File: src/bcd_pkg.sv
// Types and constants shared by the command deframer.
package bcd_pkg;

  localparam logic [7:0] STUFF_MARK      = 8'hFA;
  localparam logic [7:0] SYNC_BYTE0      = 8'h00;
  localparam int         HDR_POS_SYNC0   = 0;
  localparam int         HDR_POS_SYNC1   = 1;
  localparam int         HDR_POS_SYNC2   = 2;
  localparam int         HDR_POS_SERIAL  = 3;
  localparam int         HDR_POS_LENGTH  = 4;
  localparam int         HDR_POS_COMMAND = 5;
  localparam int         HDR_FIRST_PAYLOAD = 6;
  localparam int         CONT_FIRST_PAYLOAD = 1;

  typedef struct packed {
    logic [7:0] packet_byte;
    logic       first_of_packet;
  } in_beat_t;

  typedef struct packed {
    logic [7:0] payload_byte;
    logic       byte_valid;
    logic       frame_last;
    logic [7:0] serial_number;
    logic [7:0] command_code;
    logic [7:0] payload_count;
  } out_beat_t;

endpackage

File: src/ble_command_deframer.sv
// Command frame deframer: header check, payload destuffing and frame end marking.
//
// Usage:
//   Input channel (in_valid_i / in_stall_o / in_data_i) takes one decrypted
//   radio packet byte per beat; first_of_packet marks byte 0 of each packet.
//   Output channel (out_valid_o / out_stall_i / out_data_o) gives at most one
//   beat per input beat: a destuffed payload byte, or a bare end marker
//   (byte_valid low) when a frame closes without a kept byte.
//   A result is registered and appears in the cycle after its input beat.
//   Throughput: one input beat per cycle while in_stall_o is low; the state
//   update and result are computed in a single pass from the input and the
//   frame state registers into the output register.
//   Stall: while the output register holds an untaken beat and out_stall_i is
//   high, in_stall_o is high; otherwise a new byte is taken every cycle, also
//   while the current result is being taken.
//   Reset: asynchronous, active low; the block waits for a header packet and
//   the output register is empty.
//   Frame end: the block frees itself and ignores the rest of that packet.
module ble_command_deframer #(
  parameter int RADIO_PACKET_BYTES = 20,
  parameter int HEADER_PAYLOAD_MAX = 14
) (
  input  logic                clk_i,
  input  logic                rst_ni,
  input  logic                in_valid_i,
  output logic                in_stall_o,
  input  bcd_pkg::in_beat_t   in_data_i,
  output logic                out_valid_o,
  input  logic                out_stall_i,
  output bcd_pkg::out_beat_t  out_data_o
);

  localparam int PosW = $clog2(RADIO_PACKET_BYTES + 1);
  localparam int CmpW = 8;
  localparam logic [PosW-1:0] PosMax = PosW'(RADIO_PACKET_BYTES);
  localparam logic [CmpW-1:0] HdrLo  = CmpW'(bcd_pkg::HDR_FIRST_PAYLOAD);
  localparam logic [CmpW-1:0] HdrHi  =
    CmpW'(bcd_pkg::HDR_FIRST_PAYLOAD + HEADER_PAYLOAD_MAX);
  localparam logic [CmpW-1:0] ContLo = CmpW'(bcd_pkg::CONT_FIRST_PAYLOAD);

  logic [PosW-1:0] byte_pos_q, byte_pos_d;
  logic            in_frame_q, in_frame_d;
  logic            drop_q, drop_d;
  logic            hdr_pkt_q, hdr_pkt_d;
  logic            skip_q, skip_d;
  logic [7:0]      len_q, len_d;
  logic [7:0]      raw_q, raw_d;
  logic [7:0]      serial_q, serial_d;
  logic [7:0]      cmd_q, cmd_d;
  logic [7:0]      kept_q, kept_d;

  logic               out_valid_q;
  bcd_pkg::out_beat_t out_q;

  logic               in_accept;
  logic               emit;
  logic               last;
  logic               keep;
  logic               take;
  logic [PosW-1:0]    pos;
  logic [CmpW-1:0]    pos_w;
  logic               drop_cur;
  logic               hdr_cur;
  logic [7:0]         b;
  bcd_pkg::out_beat_t res;

  assign in_stall_o  = out_valid_q & out_stall_i;
  assign in_accept   = in_valid_i & ~in_stall_o;
  assign out_valid_o = out_valid_q;
  assign out_data_o  = out_q;

  always_comb begin
    b        = in_data_i.packet_byte;
    pos      = in_data_i.first_of_packet ? '0 : byte_pos_q;
    drop_cur = in_data_i.first_of_packet ? 1'b0 : drop_q;
    hdr_cur  = in_data_i.first_of_packet ? 1'b0 : hdr_pkt_q;
    pos_w    = CmpW'(pos);

    byte_pos_d = (pos < PosMax) ? pos + PosW'(1) : PosMax;
    in_frame_d = in_frame_q;
    drop_d     = drop_cur;
    hdr_pkt_d  = hdr_cur;
    skip_d     = skip_q;
    len_d      = len_q;
    raw_d      = raw_q;
    serial_d   = serial_q;
    cmd_d      = cmd_q;
    kept_d     = kept_q;

    emit = 1'b0;
    last = 1'b0;
    keep = 1'b0;
    take = 1'b0;
    res.payload_byte = '0;
    res.byte_valid   = 1'b0;

    if (pos < PosMax && !drop_cur) begin
      if (!in_frame_q) begin
        priority if (pos_w == CmpW'(bcd_pkg::HDR_POS_SYNC0)) begin
          if (b != bcd_pkg::SYNC_BYTE0) drop_d = 1'b1;
        end else if (pos_w == CmpW'(bcd_pkg::HDR_POS_SYNC1) ||
                     pos_w == CmpW'(bcd_pkg::HDR_POS_SYNC2)) begin
          if (b != bcd_pkg::STUFF_MARK) drop_d = 1'b1;
        end else if (pos_w == CmpW'(bcd_pkg::HDR_POS_SERIAL)) begin
          serial_d = b;
        end else if (pos_w == CmpW'(bcd_pkg::HDR_POS_LENGTH)) begin
          len_d = b;
        end else if (pos_w == CmpW'(bcd_pkg::HDR_POS_COMMAND)) begin
          cmd_d      = b;
          in_frame_d = 1'b1;
          hdr_pkt_d  = 1'b1;
          raw_d      = '0;
          kept_d     = '0;
          skip_d     = 1'b0;
          if (len_q == '0) begin
            emit       = 1'b1;
            last       = 1'b1;
            in_frame_d = 1'b0;
            hdr_pkt_d  = 1'b0;
            drop_d     = 1'b1;
          end
        end else begin
          drop_d = drop_cur;
        end
      end else begin
        take = hdr_cur ? (pos_w >= HdrLo && pos_w < HdrHi) : (pos_w >= ContLo);
        if (take && raw_q < len_q) begin
          raw_d = raw_q + 8'd1;
          if (skip_q) begin
            skip_d = 1'b0;
          end else begin
            keep   = 1'b1;
            kept_d = kept_q + 8'd1;
            skip_d = (b == bcd_pkg::STUFF_MARK);
          end
          last = (raw_d >= len_q);
          emit = keep | last;
          if (keep) begin
            res.payload_byte = b;
            res.byte_valid   = 1'b1;
          end
          if (last) begin
            in_frame_d = 1'b0;
            hdr_pkt_d  = 1'b0;
            drop_d     = 1'b1;
          end
        end
      end
    end

    res.frame_last    = last;
    res.serial_number = serial_d;
    res.command_code  = cmd_d;
    res.payload_count = kept_d;
  end

  always_ff @(posedge clk_i or negedge rst_ni) begin
    if (!rst_ni) begin
      byte_pos_q <= '0;
      in_frame_q <= 1'b0;
      drop_q     <= 1'b0;
      hdr_pkt_q  <= 1'b0;
      skip_q     <= 1'b0;
      len_q      <= '0;
      raw_q      <= '0;
      serial_q   <= '0;
      cmd_q      <= '0;
      kept_q     <= '0;
    end else if (in_accept) begin
      byte_pos_q <= byte_pos_d;
      in_frame_q <= in_frame_d;
      drop_q     <= drop_d;
      hdr_pkt_q  <= hdr_pkt_d;
      skip_q     <= skip_d;
      len_q      <= len_d;
      raw_q      <= raw_d;
      serial_q   <= serial_d;
      cmd_q      <= cmd_d;
      kept_q     <= kept_d;
    end
  end

  always_ff @(posedge clk_i or negedge rst_ni) begin
    if (!rst_ni) begin
      out_valid_q <= 1'b0;
    end else if (!in_stall_o) begin
      out_valid_q <= in_accept & emit;
    end
  end

  always_ff @(posedge clk_i) begin
    if (in_accept && emit) begin
      out_q <= res;
    end
  end

`ifndef SYNTHESIS
  a_stall_only_when_full: assert property (@(posedge clk_i) disable iff (!rst_ni)
    in_stall_o |-> out_valid_o)
    else $error("input stalled with empty output register");

  a_raw_bounded: assert property (@(posedge clk_i) disable iff (!rst_ni)
    in_frame_q |-> raw_q <= len_q)
    else $error("raw count passed frame length");

  a_bare_marker: assert property (@(posedge clk_i) disable iff (!rst_ni)
    (out_valid_o && !out_data_o.byte_valid)
      |-> (out_data_o.frame_last && out_data_o.payload_byte == 8'd0))
    else $error("bare marker without frame end or with data");

  a_frame_closes: assert property (@(posedge clk_i) disable iff (!rst_ni)
    (in_accept && emit && last) |=> (!in_frame_q && drop_q))
    else $error("frame not freed after its last beat");

  a_result_follows: assert property (@(posedge clk_i) disable iff (!rst_ni)
    (in_accept && emit) |=> out_valid_o)
    else $error("result lost");
`endif

endmodule
File: config.mk
export PLATFORM = sky130hd
export DESIGN_NAME = ble_command_deframer
export DESIGN_NICKNAME = d
export VERILOG_FILES = /design/src/bcd_pkg.sv /design/src/ble_command_deframer.sv
export SDC_FILE = /design/constraint.sdc
export NUM_CORES = 1
export LEC_CHECK = 0
export CAP_MARGIN = 20
export CORE_MARGIN = 3
export CORE_UTILIZATION = 44
export DETAILED_ROUTE_END_ITERATION = 8
export DONT_BUFFER_PORTS = 1
export GPL_ROUTABILITY_DRIVEN = 0
export HOLD_SLACK_MARGIN = 0.1
export MAX_ROUTING_LAYER = met4
export PLACE_DENSITY_LB_ADDON = 0.25
export SYNTH_ARGS = -nofsm -noshare
export SYNTH_HDL_FRONTEND = slang
export SYNTH_SLANG_ARGS = --single-unit
File: constraint.sdc
create_clock -name clk_i -period 5.5 [get_ports clk_i]
set_input_delay 0.275 -clock clk_i [delete_from_list [all_inputs] [get_ports clk_i]]
set_output_delay 0.275 -clock clk_i [all_outputs]
set_load 0.05 [all_outputs]
==> results.yml, run 1 <==
finish:
  final_common_cell: "nand2_1"
  num-nets-final: 462
  regArea_sq_um: 2272
  diodes: 0
  multiInputGateArea_sq_um: 2074
  areaGrowthSynthToFinish_pct: 10.26
  fill_cells: 864
  drive_gt1_share_pct: 14.81
  final_area_sq_um: 4946
  mostFrequentLayoutCells: "67 x nand2_1, 50 x dfrtp_1, 34 x edfxtp_1, 22 x ha_1, 21 x mux2_2"
sta:
  finalCritPeriodShare_pct: 56.31
  layout_setup_ws_ns: 2.403
  slew-limit-headroom_pct: 56.51
  setup_viol: 0
  rsz0062_at_grt: "false"
  max_freq_ghz: 0.3229
  final_max_slew_viol_count: 0
  fin_setup_tns_ns: 0
  hold_viol: 0
  hold-worst-slack_ns: 0.1198
  worst_slew_pin_slew_ns: 0.6464
  min_period_ns: 3.097
  fin_skew_ns: 0.01138
logic_synthesis:
  synth_nets: 452
  ys_ff_latch: 84
  synthCells: 417
  avgSynthCellArea_sq_um: 10.76
  seq_area_frac_synth_pct: 50.66
  synthFlopType: "dfrtp_1"
  postSynth.asyncResetShare_pct: 59.52
  synth_top_area_cell: "dfrtp_1"
  ys_types: 58
  syn_area_sq_um: 4486
  synth_edf_count: 34
  netlist_top_cells_area: "dfrtp_1 28%, edfxtp_1 23%, ha_1 6.1%"
  synth_warnings: 0
  yosys.area.top_type_share_pct: 27.89
global_routing:
  grt_pass1_vias: 3086
  gr-usage-met1_pct: 23.41
  overflow: 0
  grt_pass1_wl_mm: 15.94
  globalRoute.busiestLayer: "met2"
  grt.met3_usage_pct: 4.395
  grt_max_degree: 51
  groute.layer.met2.usage_pct: 28.60
  antenna_found_initial: 0
  track_usage_pct: 18.20
clock_tree:
  root_buffer: "clkbuf_8"
  cts_resized: 0
  cts_sinks: 84
  clockBufferDepth: 2
  h-tree-depth: 3
  post_cts_buffers: 0
  clock_latency_ns: 0.37
  cts_tree: "done"
  cts_hold_buf: 11
  cts.clk_slew.worst_paths_ns: 0.09
  numCtsBuffers: 9
detailed_routing:
  drcViolationCount: 0
  first_iter_violations: 168
  drtAntennaViolNets: 0
  via_per_inst: 5.637
  routedWlPerCell_microns: 16.59
  vias: 3185
  wl_mm: 9.374
  drt_pass1_iterations: 4
min_path:
  hold_path_class: "input pin to flop"
  hp-start: "out_stall_i"
  hold_end: "out_valid_o"
  whs_path_depth: 2
critical_path:
  cpMaxStageDelayCell: "dfrtp_1"
  cpPeakStageDelay_ns: 0.45
  path_buf_inv: 2
  rr_worst_depth: 13
  cp_max_fo: 34
  startpoint_type: "flop"
  cp_cell_sequence: "ha_1 > nand3_1 > nor2_1 > xor2_1 > ha_1 > nand3_1 > a21oi_1 > a221oi_1 > o41ai_1 > buf_4 > a21oi_1 > nor3_2 > buf_4"
  cp_top_family: "buffers and inverters"
  rr_startpoint: "raw_q[0]"
  reg2reg_to: "out_data_o[21]"
  crit_required_ns: 5.52
  critPathArrivalTime_ns: 3.12
  cp-end-kind: "flop"
  critical_path_class: "flop to flop"
  regToRegSetupSlack_ns: 2.40
placed_design:
  place_ws_ns: 2.410
  placed_cell_area_sq_um: 4618
  port_buffers: 0
  hpwlAfterDp_mm: 6.516
power:
  power_mw: 2.051
  p_per_area_nw_per_um2: 414.6
  ir_drop_uv: 163.5
  p_leak_nw: 2.222
floorplan:
  rows: 36
  die_h_microns: 107.0
  die_w_microns: 107.0
  io_pins: 49
  core_area_sq_um: 9864
  fp.dieArea_sq_um: 11440
  start_util_pct: 45.47
outcome:
  outcome: "complete, no violations"
flow_run:
  drv_cap: 0
==> sequential cells by signal (all words and copies together), names as in the netlist, 5 cells and up <==
name	cells
byte_pos_q	5
cmd_q	8
kept_q	8
len_q	8
out_data_o	34
raw_q	8
serial_q	8
==> per-layer routing <==
metal  wire (microns)  vias to the layer above
met4              140                        0
met5                0                        -
met2             4433                       62
li1                 -                     1539
met3              338                       11
met1             4463                     1573
==> how the worst max path moves through the flow <==
stage	depth (start not counted)	end	from	slack [ns]
final	13	out_data_o[21]	raw_q[0]	2.40
after detailed placement	13	out_data_o[20]	raw_q[0]	2.41
after global routing	13	out_data_o[21]	raw_q[0]	2.15
after global placement	13	out_data_o[20]	raw_q[0]	2.50
after floorplan	11	out_data_o[0]	raw_q[0]	0.53
after CTS	13	out_data_o[21]	raw_q[0]	2.38
==> worst register-to-register path, stage by stage, from the launching register on <==
cell and delay (ns):
dfrtp_1 0.45, ha_1 0.25, nand3_1 0.14, nor2_1 0.16, xor2_1 0.11, ha_1 0.30, nand3_1 0.08, a21oi_1 0.12
a221oi_1 0.10, o41ai_1 0.24, buf_4 0.20, a21oi_1 0.06, nor3_2 0.11, buf_4 0.41
==> report_power, final <==
part	total [mW]	internal [mW]	switching, mW
clock network	0.451	0.214	0.237
registers	1.06	0.794	0.266
logic	0.540	0.243	0.297
total	2.05	1.25	0.800
==> cell families (layout without fill, tap and decap cells) <==
kind of cell	Yosys count	after routing	synth area share, %
AND/OR/NAND/NOR	153	153	17.35
flip-flops	84	84	50.66
AO/OA/AOI/OAI	78	78	11.41
multiplexers	38	38	9.958
buffers and inverters	36	51	3.319
adder cells (fa/ha/maj)	22	22	6.137
XOR/XNOR	6	6	1.172
==> layout make-up <==
cell class	count	share of cell area, %
clock buffer	10	2.580
sequential	84	45.94
multi-input combinational	297	41.94
timing repair buffer	15	3.187
clock inverter	6	1.467
tap	133	3.365
inverter	20	1.518
==> Yosys cell counts (all sizes together), types with 4 or more instances <==
cell type and instances:
nor4 7, nand2 69, inv 19, a31o 4, clkbuf 10, edfxtp 34
o211ai 4, and3 6, mux2 29, nor3 8, and2 15, o21ai 20
buf 6, a31oi 6, nand3 13, nand4 4, mux2i 9, dfrtp 50
ha 22, a21oi 17, nor3b 4, nor2 15
==> metrics by stage <==
| stage | util [%] | std cells |
|---|---|---|
| final | 50.14 | 565 |
| after CTS | 50.14 | 565 |
| after detailed placement | 46.82 | 538 |
| after floorplan | - | 417 |
| after global placement | 46.82 | 538 |
| after global routing | 50.14 | 565 |
No activity file was read; power rests on OpenSTA's default activity.
==> run 2, diff against run 1 <==
clock period = 2.85 ns   (was 5.5 ns; I/O delays follow)
==> run 2 against run 1 <==
  * Clock power up 130%
  * Sequential share of layout area fell by 2.1 points
  * Die area unchanged
  * Worst hold slack worse by 0.0053 ns
  * Total power rose by 110%
  * Global-route usage increased by 0.30 points
  * Critical path type unchanged
  * Critical endpoint is now out_data_o[17]
  * Highest routed layer unchanged
==> results.yml, run 2 (same netlist as run 1, synthesis figures left out) <==
power:
  swShare_pct: 36.41
  clkPwrFrac_pct: 24.5
  p_per_area_nw_per_um2: 812.4
  combPwrFrac_pct: 27.3
  pwr-share-seq_pct: 48.2
  p_int_mw: 2.680
  ir_drop_uv: 309.3
  p_leak_nw: 2.346
  power_mw: 4.215
  p_switching_mw: 1.535
sta:
  max_freq_ghz: 0.3527
  final_max_slew_viol_count: 0
  layout_setup_ws_ns: 0.01490
  min_period_ns: 2.835
  fin_skew_ns: 0.006890
  hold_viol: 0
  hold-worst-slack_ns: 0.1145
  worst_slew_pin_slew_ns: 0.6216
  fin_setup_tns_ns: 0
  setup_viol: 0
  slew-limit-headroom_pct: 58.18
  finalCritPeriodShare_pct: 99.48
  rsz0062_at_grt: "true"
placed_design:
  place_ws_ns: 0.02775
  placed_cell_area_sq_um: 4788
  port_buffers: 0
  numPlacedInstances: 555
  hpwlAfterDp_mm: 6.779
finish:
  multiInputGateArea_sq_um: 2118
  largest_reg_flops: 34
  drive_gt1_share_pct: 20.00
  num-nets-final: 480
  mostFrequentLayoutCells: "66 x nand2_1, 50 x dfrtp_1, 34 x edfxtp_1, 21 x mux2_2, 21 x ha_1"
  diodes: 0
  areaGrowthSynthToFinish_pct: 15.68
  final_area_sq_um: 5189
  regArea_sq_um: 2272
  fin_util_pct: 52.60
  fin_cells: 583
  fill_cells: 869
  final_common_cell: "nand2_1"
detailed_routing:
  routedWlPerCell_microns: 16.34
  wl_mm: 9.526
  via_per_inst: 5.554
  vias: 3238
  drcViolationCount: 0
  drt_pass1_iterations: 4
  drtAntennaViolNets: 0
  first_iter_violations: 137
global_routing:
  grt_pass1_vias: 3261
  overflow: 0
  grt_max_degree: 51
  track_usage_pct: 18.49
  grt_pass1_wl_mm: 16.28
  antenna_found_initial: 0
outcome:
  outcome: "complete, no violations"
floorplan:
  fp.dieArea_sq_um: 11440
  die_h_microns: 107.0
  core_area_sq_um: 9864
  die_w_microns: 107.0
  rows: 36
  io_pins: 49
  start_util_pct: 45.47
critical_path:
  critical_path_class: "flop to flop"
  crit_required_ns: 2.90
  critPathArrivalTime_ns: 2.89
  startpoint_type: "flop"
  cp-end-kind: "flop"
  cp_max_fo: 34
  regToRegSetupSlack_ns: 0.01
clock_tree:
  clock_latency_ns: 0.36
  cts_tree: "done"
  h-tree-depth: 3
  cts_sinks: 84
  clockBufferDepth: 2
  root_buffer: "clkbuf_8"
  cts.clk_slew.worst_paths_ns: 0.08
  post_cts_buffers: 0
  numCtsBuffers: 9
min_path:
  hold_path_class: "input pin to flop"
flow_run:
  drv_cap: 0
==> run 2: worst paths after layout <==
kind | depth (start not counted) | endpoint | start
max | 12 | out_data_o[17] | raw_q[1]
min | 4 | skip_q | in_data_i[6]
max reg2reg | 12 | out_data_o[17] | raw_q[1]
min reg2reg | 1 | serial_q[0] | serial_q[0]
max in group asynchronous | 2 | cmd_q[5] | rst_ni
min in group asynchronous | 2 | kept_q[7] | rst_ni
==> run 2: area by class of cell <==
| class | count | area share, % |
|---|---|---|
| clock inverters | 6 | 2.146 |
| well taps | 133 | 3.207 |
| repair buffers | 33 | 5.932 |
| clock buffers | 10 | 2.653 |
| inverters | 20 | 1.447 |
| flip-flops and latches | 84 | 43.79 |
| multi-input cells | 297 | 40.82 |
==> run 2: routing by layer <==
| layer | routed length, microns | global-route usage (%) | share of wire [%] | up-vias |
|---|---|---|---|---|
| li1 | - | - | - | 1570 |
| met2 | 4434 | 28.55 | 47 | 74 |
| met3 | 388 | 3.733 | 4.1 | 12 |
| met5 | 0 | - | 0 | - |
| met1 | 4583 | 25.02 | 48 | 1582 |
| met4 | 120 | 5.205 | 1.3 | 0 |
==> run 2: power by group through the flow <==
stage	Sequential, mW	Clock, mW	Combinational, mW
6_report	2.03	1.03	1.15
5_1_grt	2.07	1.10	1.31
4_1_cts	2.03	1.05	1.15
3_5_place_dp	2.06	0	1.10
3_3_place_gp	2.05	0	1.08
2_1_floorplan	2.01	0	0.853
==> run 2: timing repair <==
action / 4_1_cts / 5_1_grt
pin swaps: 1 / 0
setup endpoints to repair: 26 / 38
hold buffers: 12 / 0
resized for setup: 1 / 3
endpoints found under the hold margin: 105 / 0
==> run 2: worst max-delay path, stage by stage (launching register included) <==
cell,delay [ns]
dfrtp_1,0.42
and3_1,0.19
nand3_2,0.12
nor2_2,0.14
xor2_1,0.09
ha_1,0.30
nand3_1,0.07
a21oi_1,0.13
a221oi_1,0.12
o41ai_2,0.38
a21oi_2,0.10
nor3_4,0.21
buf_12,0.23
